==> config.mk <==
export PLATFORM = sky130hd
export DESIGN_NAME = bmwc_queue
export DESIGN_NICKNAME = d
export VERILOG_FILES = /design/src/rtl/byte_masked_write_cache_assert.svh /design/src/rtl/bmwc_pkg.sv /design/src/rtl/bmwc_queue.sv
export SDC_FILE = /design/constraint.sdc
export NUM_CORES = 1
export LEC_CHECK = 0
export BUFFER_PORTS_ARGS = -buffer_cell sky130_fd_sc_hd__buf_2
export CAP_MARGIN = 10
export CORE_ASPECT_RATIO = 1.2
export CORE_MARGIN = 2
export CORE_UTILIZATION = 32
export CTS_CLUSTER_DIAMETER = 100
export DETAILED_ROUTE_END_ITERATION = 10
export GPL_ROUTABILITY_DRIVEN = 1
export PLACE_DENSITY = 0.59
export SLEW_MARGIN = 10
export SYNTH_ARGS = -nofsm -noshare
export SYNTH_HDL_FRONTEND = slang
export SYNTH_SLANG_ARGS = --single-unit
==> constraint.sdc <==
create_clock -name clk -period 4.3 [get_ports clk]
set_input_delay 0.645 -clock clk [delete_from_list [all_inputs] [get_ports clk]]
set_output_delay 0.645 -clock clk [all_outputs]
set_load 0.01 [all_outputs]
==> src/rtl/byte_masked_write_cache_assert.svh <==
// Assertion macros shared by the cache RTL.
// Depends on nothing; files that assert include this header.
`ifndef BYTE_MASKED_WRITE_CACHE_ASSERT_SVH
`define BYTE_MASKED_WRITE_CACHE_ASSERT_SVH

// Check a property on every clock edge outside reset.
`define BMWC_ASSERT(label, prop, msg) \
  label: assert property (@(posedge clk) disable iff (rst) prop) else $error(msg);

// Check a property on every clock edge, reset included.
`define BMWC_ASSERT_ALWAYS(label, prop, msg) \
  label: assert property (@(posedge clk) prop) else $error(msg);

`endif

==> src/rtl/bmwc_pkg.sv <==
// Types and constants of the byte-masked write cache.
// No dependencies; used by every other RTL file but the assertion header.
`default_nettype none
package bmwc_pkg;

  localparam int BLOCK_BYTES = 64;
  localparam int NUM_ENTRIES = 16;
  localparam int ADDR_BITS   = 48;
  localparam int SIZE_BITS   = ADDR_BITS + 1;
  localparam int OFF_BITS    = $clog2(BLOCK_BYTES);
  localparam int ENTRY_BITS  = $clog2(NUM_ENTRIES);
  localparam int BLOCK_BITS  = ADDR_BITS - OFF_BITS;
  localparam int MEM_DEPTH   = NUM_ENTRIES * BLOCK_BYTES;
  localparam int MEM_BITS    = ENTRY_BITS + OFF_BITS;
  localparam int PADDR_BITS  = 4;
  localparam int PDATA_BITS  = 64;

  typedef enum logic [1:0] {
    ACT_WRITE = 2'd0,
    ACT_READ  = 2'd1,
    ACT_FLUSH = 2'd2,
    ACT_TRIM  = 2'd3
  } action_t;

  typedef enum logic [1:0] {
    ST_OK     = 2'd0,
    ST_BEYOND = 2'd1,
    ST_FULL   = 2'd2,
    ST_EMPTY  = 2'd3
  } status_t;

  typedef enum logic [2:0] {
    S_IDLE,
    S_EXEC,
    S_RDOUT,
    S_FLSCAN,
    S_FLOUT
  } state_t;

  typedef struct packed {
    logic [1:0]           action;
    logic [ADDR_BITS-1:0] address;
    logic [7:0]           write_data;
    logic [7:0]           backing_data;
    logic [3:0]           entry_index;
    logic                 end_of_burst;
  } in_item_t;

  typedef struct packed {
    logic [7:0]           data_byte;
    logic [ADDR_BITS-1:0] byte_address;
    logic                 hit;
    logic [1:0]           status;
    logic                 last;
  } out_item_t;

  // Classified item as it travels from front to back.
  typedef struct packed {
    action_t              action;
    logic                 beyond;
    logic [ADDR_BITS-1:0] address;
    logic [7:0]           write_data;
    logic [7:0]           backing_data;
    logic [ENTRY_BITS-1:0] entry_index;
    logic                 end_of_burst;
  } work_item_t;

  // Queue handshake driven by the back end.
  typedef struct packed {
    logic valid;
    logic pop;
  } queue_ctl_t;

endpackage
`default_nettype wire

==> src/rtl/bmwc_queue.sv <==
// Two-entry queue of classified items between front and back.
// Depends on bmwc_pkg.
`default_nettype none
module bmwc_queue (
  input  wire logic                   clk,
  input  wire logic                   rst,
  input  wire logic                   push,
  input  wire bmwc_pkg::work_item_t   push_item,
  output logic                        full,
  input  wire logic                   pop,
  output logic                        valid,
  output bmwc_pkg::work_item_t        head
);
  import bmwc_pkg::*;

  work_item_t slots [2];
  logic       wptr;
  logic       rptr;
  logic [1:0] count;

  assign full  = count == 2'd2;
  assign valid = count != 2'd0;
  assign head  = slots[rptr];

  always_ff @(posedge clk) begin
    if (push) begin
      slots[wptr] <= push_item;
    end
  end

  always_ff @(posedge clk) begin
    if (rst) begin
      wptr  <= 1'b0;
      rptr  <= 1'b0;
      count <= 2'd0;
    end else begin
      if (push) wptr <= ~wptr;
      if (pop) rptr <= ~rptr;
      count <= count + {1'b0, push} - {1'b0, pop};
    end
  end
endmodule
`default_nettype wire

==> results.ini <==
[run_status]
status = complete, no violations

[route]
vias = 2777
drt-initial-drc-count = 128
vias_per_cell = 4.33
drc = 0
drtPass1Iterations = 4
wl_per_cell_um = 15.7
drt-total-wl_um = 10100
ant_nets = 0

[critical_path]
critPathCaptureType = primary output
crit_cells = 3
cp-start-kind = flop
slowest_stage = dfxtp_4
slowest_delay_ns = 0.64
reg2reg_depth = 2
cp_max_fo = 26
worstPathRequired_ns = 3.65
crit_chain = buf_4 -> mux2_4 -> buf_2
worstPathBufferInverterCount = 2
path_class = flop to primary output
arrival_ns = 2.07
critPathTopFamily = flip-flops

[cells_and_area]
multi_input_area_um2 = 1190
fillers = 1600
area_growth_pct = 25.4
seqCellArea_um2 = 4430
drive_gt1_share_pct = 61.4
stdcell_count = 642
layout.nets = 487
stdcell_area_um2 = 7230
diodes = 0

[die]
dieArea_um2 = 19100
ios = 150
coreArea_um2 = 17600
start_util_pct = 32.8
rows = 53
die_h_um = 151
dieWidth_um = 127

[logic_synthesis]
avgSynthCellArea_um2 = 23.5
ys_seq_area_share_pct = 76.7
ys_warn_count = 0
syn_inst = 245
syn-num-nets = 323
synth-seq-cells = 149
syn_area_um2 = 5770
yosysUniqueCellTypes = 14
ys_top_cells_by_area = edfxtp_1, mux2_4, buf_12
synth_top_area_share_pct = 75.0
synth_top_area_cell = edfxtp_1

[pwr]
ir_worst_vdd_v = 0.000279
leakage_nw = 2.87
p_per_area_nw_per_um2 = 482
power.total_mw = 3.48

[clock_network]
cts_tree = yes
clk_latency_ns = 0.41
cts_buffer_depth = 2
path_clk_slew_ns = 0.06
post_cts_resized = 0
ctsHoldBuffers = 0
htreeDepth = 4
post_cts_buffers = 0
root_buffer = clkbuf_16
cts_buffers = 17
cts_sinks = 149

[sta]
fin_crit_sh_pct = 63.2
hold_viol = 0
holdWs_ns = 0.418
slew_viol_final = 0
final.min_clock_period_ns = 2.72
clock.fmax_ghz = 0.368
finalSetupViolCount = 0
setup-tns-final_ns = 0
relSlewSlack_pct = 30.7
final.setup_skew_ns = 0.0119
rsz0062_at_grt = no
tightest_slew_ns = 1.04

[min_path]
min_path_cells = 1
min_path_type = input pin to flop

[placed_design]
place_inst = 610
hpwlAfterDp_um = 6650
port_buffers = 149
place_area_um2 = 6680
finalWeightedCongestion = 0.651

[run]
maxCapViolCount = 0

[global_route]
antenna_found_initial = 2
overflow = 0
grt_max_degree = 73
grt_pass1_wl_um = 15000
grt_pass1_vias = 2930
grt.total_usage_pct = 10.6

-- report_power, final --
part	leakage [nW]	internal [mW]	total (mW)	switching (mW)
clock network	0.268	0.811	1.35	0.541
logic	1.21	0.215	0.400	0.185
registers	1.39	1.70	1.73	0.0356
total	2.87	2.72	3.48	0.762
-- metrics by stage --
stage	util, %	setup WS, ns
finish	41.2	1.58
global route	41.2	1.46
CTS	41.2	1.52
detailed placement	38.0	1.94
global placement	38.0	1.97
floorplan	-	1.34
-- sequential cells by signal, summed over array words and instances, names as in the netlist, named ones only --
name / count
rptr: 1
count: 2
wptr: 1
slots: 144
-- cells in the final DEF (no fill, tap or decap), types with 2 or more instances in the layout --
| cell type | count |
|---|---|
| buf_2 | 149 |
| edfxtp_1 | 144 |
| mux2_4 | 70 |
| clkbuf_16 | 17 |
| clkbuf_8 | 5 |
| nor2_1 | 4 |
| clkinv_2 | 4 |
| dfxtp_1 | 4 |
| buf_4 | 4 |
| clkinvlp_4 | 3 |
| inv_1 | 2 |
| mux2_2 | 2 |
| nor2b_1 | 2 |
| xnor2_1 | 2 |
| ha_1 | 2 |
| clkbuf_1 | 2 |
-- final timing paths --
check                                       start  slack [ns]                endpoint
worst max-delay path                         flop        1.58                head[48]
worst min-delay path                push_item[34]        0.42  slots[1][34]$_DFFE_PP_
worst max register to register  wptr$_SDFFE_PP0P_        2.49   slots[0][8]$_DFFE_PP_
worst min register to register  rptr$_SDFFE_PP0P_        0.51                    flop
-- cell usage after synthesis --
cell type    n
edfxtp_1   144
mux2_4      70
buf_12       7
dfxtp_1      5
nor2_1       4
nor2b_1      3
ha_1         2
inv_1        2
mux2_2       2
xnor2_1      2
and2_1       1
buf_6        1
or2_2        1
xnor3_1      1
-- per-layer routing --
layer | share of wire, % | track usage, % | vias to the layer above | routed length (um)
li1 | - | - | 1288 | -
met1 | 42 | 12.3 | 1372 | 4240
met2 | 50 | 17.3 | 101 | 5070
met3 | 6.6 | 4.80 | 14 | 671
met4 | 1.2 | 4.12 | 2 | 119
met5 | 0.099 | 0 | - | 10
-- final cells by class --
type	count	area share [%]
Clock inverter	8	0.709
Clock buffer	24	6.94
Multi-Input combinational cell	86	16.5
Sequential cell	149	61.2
Tap cell	220	3.80
Inverter	2	0.104
Timing Repair Buffer	153	10.7
-- cells by family after synthesis --
kind of cell  synth area share [%]
flops                         76.7
mux                           18.6
buf+inv                       2.75
simple gates                 0.803
xor+xnor                     0.694
fa+ha+maj                    0.434
(Power assumes the default switching activity.)
