File: src/rtl/byte_masked_write_cache_assert.svh
// Assertion macros shared by the cache RTL.
// Depends on nothing; files that assert include this header.
`ifndef BYTE_MASKED_WRITE_CACHE_ASSERT_SVH
`define BYTE_MASKED_WRITE_CACHE_ASSERT_SVH

// Check a property on every clock edge outside reset.
`define BMWC_ASSERT(label, prop, msg) \
  label: assert property (@(posedge clk) disable iff (rst) prop) else $error(msg);

// Check a property on every clock edge, reset included.
`define BMWC_ASSERT_ALWAYS(label, prop, msg) \
  label: assert property (@(posedge clk) prop) else $error(msg);

`endif

File: src/rtl/bmwc_pkg.sv
// Types and constants of the byte-masked write cache.
// No dependencies; used by every other RTL file but the assertion header.
`default_nettype none
package bmwc_pkg;

  localparam int BLOCK_BYTES = 64;
  localparam int NUM_ENTRIES = 16;
  localparam int ADDR_BITS   = 48;
  localparam int SIZE_BITS   = ADDR_BITS + 1;
  localparam int OFF_BITS    = $clog2(BLOCK_BYTES);
  localparam int ENTRY_BITS  = $clog2(NUM_ENTRIES);
  localparam int BLOCK_BITS  = ADDR_BITS - OFF_BITS;
  localparam int MEM_DEPTH   = NUM_ENTRIES * BLOCK_BYTES;
  localparam int MEM_BITS    = ENTRY_BITS + OFF_BITS;
  localparam int PADDR_BITS  = 4;
  localparam int PDATA_BITS  = 64;

  typedef enum logic [1:0] {
    ACT_WRITE = 2'd0,
    ACT_READ  = 2'd1,
    ACT_FLUSH = 2'd2,
    ACT_TRIM  = 2'd3
  } action_t;

  typedef enum logic [1:0] {
    ST_OK     = 2'd0,
    ST_BEYOND = 2'd1,
    ST_FULL   = 2'd2,
    ST_EMPTY  = 2'd3
  } status_t;

  typedef enum logic [2:0] {
    S_IDLE,
    S_EXEC,
    S_RDOUT,
    S_FLSCAN,
    S_FLOUT
  } state_t;

  typedef struct packed {
    logic [1:0]           action;
    logic [ADDR_BITS-1:0] address;
    logic [7:0]           write_data;
    logic [7:0]           backing_data;
    logic [3:0]           entry_index;
    logic                 end_of_burst;
  } in_item_t;

  typedef struct packed {
    logic [7:0]           data_byte;
    logic [ADDR_BITS-1:0] byte_address;
    logic                 hit;
    logic [1:0]           status;
    logic                 last;
  } out_item_t;

  // Classified item as it travels from front to back.
  typedef struct packed {
    action_t              action;
    logic                 beyond;
    logic [ADDR_BITS-1:0] address;
    logic [7:0]           write_data;
    logic [7:0]           backing_data;
    logic [ENTRY_BITS-1:0] entry_index;
    logic                 end_of_burst;
  } work_item_t;

  // Queue handshake driven by the back end.
  typedef struct packed {
    logic valid;
    logic pop;
  } queue_ctl_t;

endpackage
`default_nettype wire

File: src/rtl/bmwc_front.sv
// Front end: decode the action and check the address against device size.
// Depends on bmwc_pkg.
`default_nettype none
module bmwc_front (
  input  wire bmwc_pkg::in_item_t              item,
  input  wire logic [bmwc_pkg::SIZE_BITS-1:0]  device_size,
  output bmwc_pkg::work_item_t                 work
);
  import bmwc_pkg::*;

  always_comb begin
    work.action       = action_t'(item.action);
    work.beyond       = {1'b0, item.address} >= device_size;
    work.address      = item.address;
    work.write_data   = item.write_data;
    work.backing_data = item.backing_data;
    work.entry_index  = item.entry_index[ENTRY_BITS-1:0];
    work.end_of_burst = item.end_of_burst;
  end
endmodule
`default_nettype wire

File: config.mk
export PLATFORM = sky130hd
export DESIGN_NAME = bmwc_front
export DESIGN_NICKNAME = d
export VERILOG_FILES = /design/src/rtl/byte_masked_write_cache_assert.svh /design/src/rtl/bmwc_pkg.sv /design/src/rtl/bmwc_front.sv
export SDC_FILE = /design/constraint.sdc
export NUM_CORES = 1
export LEC_CHECK = 0
export BUFFER_PORTS_ARGS = -buffer_cell sky130_fd_sc_hd__buf_4
export CORE_AREA = 2 2 75 77
export DETAILED_ROUTE_END_ITERATION = 12
export DIE_AREA = 0 0 77 79
export PLACE_DENSITY = 0.78
export SYNTH_ARGS = -nofsm -noshare
export SYNTH_HDL_FRONTEND = slang
export SYNTH_SLANG_ARGS = --single-unit
File: constraint.sdc
create_clock -name vclk -period 1.9
set_input_delay 0.19 -clock vclk [all_inputs]
set_output_delay 0.19 -clock vclk [all_outputs]
set_load 0.005 [all_outputs]
==> run metrics, run 1 <==
area occupied by multi-input gates 1070 um^2; Worst path top cell family by delay compound AO/OA/AOI/OAI gates; Area after DPL 2400 um^2; routed via count around 1.7k; cell count after synthesis approximately 240; Worst setup EP type output pin; grt ovf 0; worst path required time around 1.7 ns; chip width between 70 and 80 um; Max Cap Violations 0; YS warnings 0; Final Cycle Share between 90 and 100%; Avg Synthesized Cell Area 7.23 um^2; DRT Wirelength 4070 um; area of the core 5340 um^2; Total GRT Usage 11.7%; Final Wtd Congestion 0.795; largest net degree at the start of global routing 4; Avg WL per Cell between 10 and 15 um; worst hold stages 0; mapped cell area 1740 um^2; hold_sp item[12]; vias per cell 4.34; first-pass GRT wire length ~6200 um; final setup margin 0.0165 ns; Iter 0 DRT Violations 7; status finished clean; via count of the first global-routing pass between 1.5k and 2k; Net count, final 487; Synthesized Nets just over 400; Sequential cell area 0 um^2; minimum clock period between 1.5 and 2 ns; critical path cell sequence buf_4 > ha_1 > a21oi_1 > o21ai_0 > a221oi_1 > o21ai_0 > a21oi_1 > o21ai_1 > buf_4; Slew Viols, Final 0; power per cell area 204 nW/um^2; Worst-Margin Slew 0.305 ns; Post-Route Setup TNS 0 ns; unrepaired setup endpoints after global routing true; Antenna diodes 0; boundary pin count 192; Static Leakage 1.49 nW; Final Hold Violating Endpoints 0; # DRC 0; Post-DRT Antenna Nets 0; initial core utilization between 30% and 40%; DP Worst Slack -0.107 ns; Synth top area share 34.5%; slowest stage cell, crit path a221oi_1; Design Area, Final 2470 um^2; Critical Path Fanout Max 2; register area share after synthesis 0%; CP Data Arrival Time between 1.5 and 2 ns; Die ar. 6080 um^2; CP max stage delay 0.35 ns; IR drop worst, VDD 0.0919 mV; sequential cells 0; num rows 27; Chip Height between 70 and 80 um; most frequent cells after synthesis 71 x buf_4, 49 x inv_1, 48 x ha_1; Syn-to-layout area delta 41.8%; most common cell in the netlist buf_4; worst path bufs/invs 2; CTS Hold Buffers Added 0; hpwl dp 3810 um; Hold WC Path Type input pin to output pin; filler cell count roughly 550; IO Port Bufs about 150; # clk buffers 0; Startpoint Class input pin; largest area contributor in the netlist ha_1; DRT Pass-1 Iters 3; ratio of cells with drive above 1 in the final layout 50.2%; initial antenna violation count 0; Synth area leaders ha_1 34%, buf_4 31%, inv_1 11%, a21oi_1 4.3%, nand2_1 2.6%; Crit Path Category input pin to output pin; Cell variety after synth 24; final setup violation count 0; Hold Path Sink work[12]; Max-slew headroom 79.7%; fmax about 530 MHz
-- layout make-up --
cell class	count	area share [%]
tap	72	3.65
multi-input combinational	120	43.3
inverter	50	8.25
timing repair buffer	147	44.8
-- where the power goes --
group / internal, mW / total (mW) / switching (mW)
combinational: 0.307 / 0.504 / 0.197
clock: 0 / 0 / 0
sequential: 0 / 0 / 0
total: 0.307 / 0.504 / 0.197
-- cells by family after synthesis --
kind of cell               synth area share, %
AOI/OAI and AO/OA                         14.2
buffers and inverters                     42.1
adders and majority gates                 34.5
and+or+nand+nor                           9.19
-- per-layer routing --
layer	GRT usage (%)	vias up	part of all wire [%]
met4	0	0	0
met2	23.5	82	52
met5	0	-	0
met1	13.4	719	38
li1	-	886	-
met3	2.27	0	10
-- per-stage QoR --
step / utilization [%] / hold WS, ns / cells / power [mW]
CTS: 45.9 / 0.380 / 389 / 0.507
finish: 46.3 / 0.380 / 389 / 0.504
floorplan: - / 0.461 / 241 / 0.307
global route: 46.3 / 0.380 / 389 / 0.570
global placement: 45.0 / 0.380 / 389 / 0.477
detailed placement: 45.0 / 0.380 / 389 / 0.492
-- how the worst max path moves through the flow --
| stage | from | end | slack (ns) | cells after the start |
|---|---|---|---|---|
| CTS | device_size[2] | work[69] | -0.01 | 10 |
| detailed placement | item[23] | work[69] | -0.11 | 9 |
| floorplan | device_size[2] | work[69] | 0.35 | 8 |
| global route | device_size[2] | work[69] | -0.15 | 10 |
| global placement | item[23] | work[69] | -0.06 | 9 |
| finish | item[53] | work[69] | 0.02 | 9 |
-- layout by cell type (no fill, tap or decap), types with 3 or more instances in the layout --
cell	count
a211oi_2	3
a21o_1	3
nor2_1	7
nand3_1	4
buf_4	146
o21ai_0	5
a21oi_1	15
ha_4	4
o21ai_1	4
ha_1	44
nand2_1	12
inv_1	47
nand4_1	6
-- timing repair --
item / in CTS / in global routing
setup buffers: 0 / 0
gates resized for setup: 9 / 2
cloned: 0 / 0
endpoints found under the setup margin: 1 / 1
pin swaps: 9 / 1
No activity file was read; power rests on OpenSTA's default activity.
==> run 2: changes to the inputs <==
--- a/config.mk
+++ b/config.mk
@@ -5,11 +5,13 @@
 export SDC_FILE = /design/constraint.sdc
 export NUM_CORES = 1
 export LEC_CHECK = 0
+export ABC_AREA = 1
 export BUFFER_PORTS_ARGS = -buffer_cell sky130_fd_sc_hd__buf_4
-export CORE_AREA = 2 2 75 77
+export CELL_PAD_IN_SITES_DETAIL_PLACEMENT = 0
+export CELL_PAD_IN_SITES_GLOBAL_PLACEMENT = 1
+export CORE_UTILIZATION = 23
 export DETAILED_ROUTE_END_ITERATION = 12
-export DIE_AREA = 0 0 77 79
-export PLACE_DENSITY = 0.78
+export PLACE_DENSITY_LB_ADDON = 0.1
 export SYNTH_ARGS = -nofsm -noshare
 export SYNTH_HDL_FRONTEND = slang
 export SYNTH_SLANG_ARGS = --single-unit
==> run 2 against run 1 <==
Effect of this change: critical path depth is 4 higher; die area is 47% higher; non-clock buffer count is 1 lower; worst hold slack stayed put; cell area is 7.6% higher; via count is 9.1% higher; first-iteration DRC count is 43% higher; global-route usage is 2.8 points lower; critical path type unchanged; synthesized cell count is 29% higher; synthesized area is 13% higher; worst setup slack better by 0.27 ns.
==> run metrics, run 2 <==
DRT Pass-1 Iters 3 (unchanged); Seq pwr share 0% (unchanged); IR drop worst, VDD 0.0603 mV (-34%); hpwl dp 4150 um (+9.1%); Hold WC Path Type input pin to output pin; Iter 0 DRT Violations 10 (+3); Pint 299 uW (-2.8%); register area share after synthesis 0% (unchanged); Cell variety after synth 20 (-17%); largest area contributor in the netlist ha_1; Final Hold Violating Endpoints 0 (unchanged); hold_sp item[11]; boundary pin count 192 (unchanged); sequential cells 0 (unchanged); Avg WL per Cell 8.81 um (-16%); commonest cells after routing, fill and taps aside 146 x buf_4, 64 x inv_1, 55 x nand2_1; Antenna diodes 0 (unchanged); Total GRT Usage 8.90% (-2.8 points); commonest non-fill, non-tap cell in the layout buf_4; # clk buffers 0 (unchanged); Critical Path Fanout Max 3 (+1); Static Leakage 1.73 nW (+16%); CTS Hold Buffers Added 0 (unchanged); Startpoint Class input pin; unrepaired setup endpoints after global routing false; Net count, final 557 (+14%); worst path required time 1.71 ns (about the same); YS warnings 0 (unchanged); # DRC 0 (unchanged); CTS resizes 0 (-9); ratio of cells with drive above 1 in the final layout 42.4% (-7.8 points); Worst setup EP type output pin; Slew Viols, Final 0 (unchanged); filler cell count 994 (+82%); power per cell area 195 nW/um^2 (-4.6%); initial antenna violation count 0 (unchanged); Post-DRT Antenna Nets 0 (unchanged); cell count after synthesis 312 (+29%); Synth area leaders ha_1 31%, buf_4 27%, inv_1 12%, nand2_1 11%, a21oi_1 4.6%; Sequential cell area 0 um^2 (unchanged); mapped cell area 1960 um^2 (+13%); Chip Height 94.4 um (+20%); vias per cell 3.74 (-14%); Hold Path Sink work[11]; Crit Path Category input pin to output pin; area of the core 8260 um^2 (+55%); Syn-to-layout area delta 35.4%; routed via count 1841 (+9.1%); Gate power share 100.0% (about the same); clock power share 0% (unchanged); num rows 33 (+22%); CP Data Arrival Time 1.42 ns (-0.27 ns); Max Cap Violations 0 (unchanged); worst hold stages 0 (unchanged); status finished clean; area occupied by multi-input gates 1160 um^2 (+8.5%); Die ar. 8910 um^2 (+47%); Max-slew headroom 86.8% (+7.2 points); grt ovf 0 (unchanged); most frequent cells after synthesis 71 x buf_4, 64 x inv_1, 55 x nand2_1; Final Cycle Share 84.8% (-14 points); Avg Synthesized Cell Area 6.30 um^2 (-13%); Post-Route Setup TNS 0 ns (unchanged); via count of the first global-routing pass 1641 (+8.0%); post-CTS setup buffer count 0 (unchanged); Synthesized Nets 480 (+17%); IO Port Bufs 146 (unchanged); initial core utilization 23.8% (-8.9 points); DRT Wirelength 4330 um (+6.4%); Final Wtd Congestion 0.654 (-18%); Worst-Margin Slew 0.197 ns (-0.109 ns); minimum clock period 1.61 ns (-0.273 ns); Overall Power 517 uW (+2.6%); fmax 621 MHz (+17%); Net Sw Frac 42.3% (+3.2 points); first-pass GRT wire length 6670 um (+7.1%); largest net degree at the start of global routing 4 (unchanged); Sw Pwr 219 uW (+11%); Synth top area share 30.6% (-3.9 points); most common cell in the netlist buf_4; chip width 94.4 um (+23%); final setup violation count 0 (unchanged)
==> run 2: kinds of logic (layout without fill, tap and decap cells) <==
kind of cell,Yosys count,after routing,share of synthesized area [%]
adder cells (fa/ha/maj),48,48,30.6
AO/OA/AOI/OAI,29,29,8.34
buffers and inverters,143,218,40.9
AND/OR/NAND/NOR,92,92,20.2
==> run 2: worst max path at each step <==
stage,slack [ns],to,start
2_1_floorplan,0.61,work[69],device_size[32]
3_3_place_gp,0.24,work[69],item[37]
3_5_place_dp,0.26,work[69],item[35]
4_1_cts,0.25,work[69],item[35]
5_1_grt,0.08,work[69],item[35]
6_report,0.29,work[69],item[37]
==> run 2: final cells by class <==
class | count | share of cell area, %
Tap cell | 105 | 4.94
Timing Repair Buffer | 146 | 41.2
Multi-Input combinational cell | 169 | 43.7
Inverter | 72 | 10.2
==> run 2: worst max-delay path: stages <==
cell,delay (ns)
buf_4,0.11
ha_1,0.28
nand2_1,0.08
inv_1,0.06
nand2_1,0.04
nor2_1,0.17
nand2_1,0.09
nor2_1,0.09
nand2_1,0.06
nand2_1,0.05
nor2_1,0.04
nand3_2,0.05
buf_4,0.11
==> run 2: power by group through the flow <==
stage | Clock [mW] | Combinational, mW | Sequential [mW]
after global placement | 0 | 0.527 | 0
after floorplan | 0 | 0.341 | 0
after detailed placement | 0 | 0.529 | 0
after CTS | 0 | 0.532 | 0
final | 0 | 0.517 | 0
after global routing | 0 | 0.597 | 0
==> run 2: per-stage QoR <==
step | hold slack [ns] | worst slack, ns | utilization (%) | cell area [um^2] | instances
finish | 0.380 | 0.289 | 32.2 | 2660 | 492
global route | 0.380 | 0.0815 | 32.2 | 2660 | 492
floorplan | 0.461 | 0.608 | - | 1960 | 312
CTS | 0.380 | 0.253 | 32.2 | 2660 | 492
detailed placement | 0.380 | 0.256 | 32.2 | 2660 | 492
global placement | 0.380 | 0.243 | 32.2 | 2660 | 492
==> run 2: per-layer routing <==
metal	up-vias	wire (um)	global-route usage [%]	part of all wire, %
li1	1035	-	-	-
met1	726	2010	12.4	46
met2	80	1950	15.8	45
met3	0	367	0.564	8.5
met4	0	0	0	0
met5	-	0	0	0
==> run 3: changes to the inputs <==
==> constraint.sdc (replaced) <==
create_clock -name vclk -period 1.7
set_input_delay 0.17 -clock vclk [all_inputs]
set_output_delay 0.17 -clock vclk [all_outputs]
set_load 0.005 [all_outputs]
==> run 3 against run 2 <==
Effect of this change: routed wire length up 1.0%; critical path type unchanged; worst setup slack worse by 0.12 ns; sequential share of layout area unchanged; via count up 1.3%; highest routed layer unchanged; critical endpoint unchanged; combinational power up 16%; first-iteration DRC count down 30%.
==> run metrics, run 3 (synthesized netlist as in run 2, its figures left out) <==
boundary pin count 192 (unchanged); first-pass GRT wire length 6670 um (unchanged); IR drop worst, VDD 0.0704 mV (+17%); sequential cells 0 (unchanged); Iter 0 DRT Violations 7 (-3); Net Sw Frac 42.5% (+0.16 points); Avg WL per Cell 8.90 um (+1.0%); Net count, final 557 (unchanged); Syn-to-layout area delta 38.7%; largest net degree at the start of global routing 4 (unchanged); CP Data Arrival Time 1.36 ns (-0.06 ns); vias per cell 3.79 (+1.3%); Sw Pwr 254 uW (+16%); grt ovf 0 (unchanged); hold_sp item[11]; area of the core 8260 um^2 (unchanged); minimum clock period approximately 1.5 ns; initial antenna violation count 0 (unchanged); Gate power share 100.0% (about the same); area occupied by multi-input gates 1230 um^2 (+5.6%); post-CTS setup buffer count 0 (unchanged); Pint 344 uW (+15%); Post-DRT Antenna Nets 0 (unchanged); Worst-Margin Slew 0.194 ns (-0.00308 ns); clock power share 0% (unchanged); DRT Wirelength 4380 um (+1.0%); DRT Pass-1 Iters 2 (-1); Sequential cell area 0 um^2 (unchanged); Final Cycle Share about 90%; Area after DPL 2660 um^2 (unchanged); Worst setup EP type output pin; worst hold stages 0 (unchanged); Post-Route Setup TNS 0 ns (unchanged); Static Leakage 1.72 nW (-0.16%); ratio of cells with drive above 1 in the final layout 45.0% (+2.6 points); Critical Path Fanout Max 2 (-1); final setup violation count 0 (unchanged); Antenna diodes 0 (unchanged); # clk buffers 0 (unchanged); chip width 94.4 um (unchanged); worst path required time 1.53 ns (-0.18 ns); Max-slew headroom 87.0% (+0.21 points); power per cell area 219 nW/um^2 (+13%); num rows 33 (unchanged); filler cell count 972 (-2.2%); Hold Path Sink work[11]; commonest cells after routing, fill and taps aside 146 x buf_4, 63 x inv_1, 52 x nand2_1; Final Hold Violating Endpoints 0 (unchanged); CTS Hold Buffers Added 0 (unchanged); Max Cap Violations 0 (unchanged); Slew Viols, Final 0 (unchanged); Final Wtd Congestion 0.654 (unchanged); CTS resizes 0 (unchanged); fmax 652 MHz; hpwl dp 4160 um (+0.23%); Seq pwr share 0% (unchanged); Hold WC Path Type input pin to output pin; IO Port Bufs 146 (unchanged); Chip Height 94.4 um (unchanged); unrepaired setup endpoints after global routing false; Crit Path Category input pin to output pin; via count of the first global-routing pass 1635 (-0.37%); Startpoint Class input pin; commonest non-fill, non-tap cell in the layout buf_4; Total GRT Usage 8.91% (+0.017 points); initial core utilization 23.8% (unchanged); # DRC 0 (unchanged); routed via count 1865 (+1.3%); Design Area, Final 2720 um^2 (+2.4%); status finished clean; Die ar. 8910 um^2 (unchanged)
==> run 3: stage by stage <==
stage	setup WS [ns]	utilization (%)	hold WS, ns	cells	power, mW
after floorplan	0.448	-	0.421	312	0.381
after global placement	0.0830	32.2	0.340	492	0.589
after detailed placement	0.0946	32.2	0.340	492	0.591
after CTS	0.0907	32.2	0.340	492	0.594
after global routing	0.00123	33.0	0.340	492	0.688
final	0.167	33.0	0.340	492	0.598
==> run 3: cell type report <==
cell class / count / share of cell area (%)
inverters: 72 / 9.92
repair buffers: 146 / 40.2
multi-input cells: 169 / 45.0
well taps: 105 / 4.82
==> run 3: worst max-delay path by stage <==
stage,slack [ns],depth (start not counted),from,to
6_report,0.17,11,item[59],work[69]
5_1_grt,0.001,14,device_size[12],work[69]
4_1_cts,0.09,13,item[37],work[69]
3_5_place_dp,0.09,13,item[37],work[69]
3_3_place_gp,0.08,13,item[37],work[69]
2_1_floorplan,0.45,9,device_size[32],work[69]
==> run 3: power groups by stage <==
stage	sequential, mW	combinational, mW	clock, mW
floorplan	0	0.381	0
finish	0	0.598	0
global placement	0	0.589	0
CTS	0	0.594	0
global route	0	0.688	0
detailed placement	0	0.591	0
==> run 3: worst max-delay path, cell delays in order <==
cell and delay (ns):
buf_4 0.12, ha_1 0.31, nand2_1 0.09, inv_2 0.03, nand2_1 0.08, inv_1 0.06, o21ai_1 0.10, a21boi_2 0.07
nor2_1 0.13, nand3_2 0.07, buf_4 0.14
==> run 3: metal layers <==
layer	part of all wire (%)	global-route usage, %	up-vias
met2	45	15.8	80
met1	46	12.4	749
met3	9.0	0.725	0
met5	0	0	-
li1	-	-	1036
met4	0	0	0
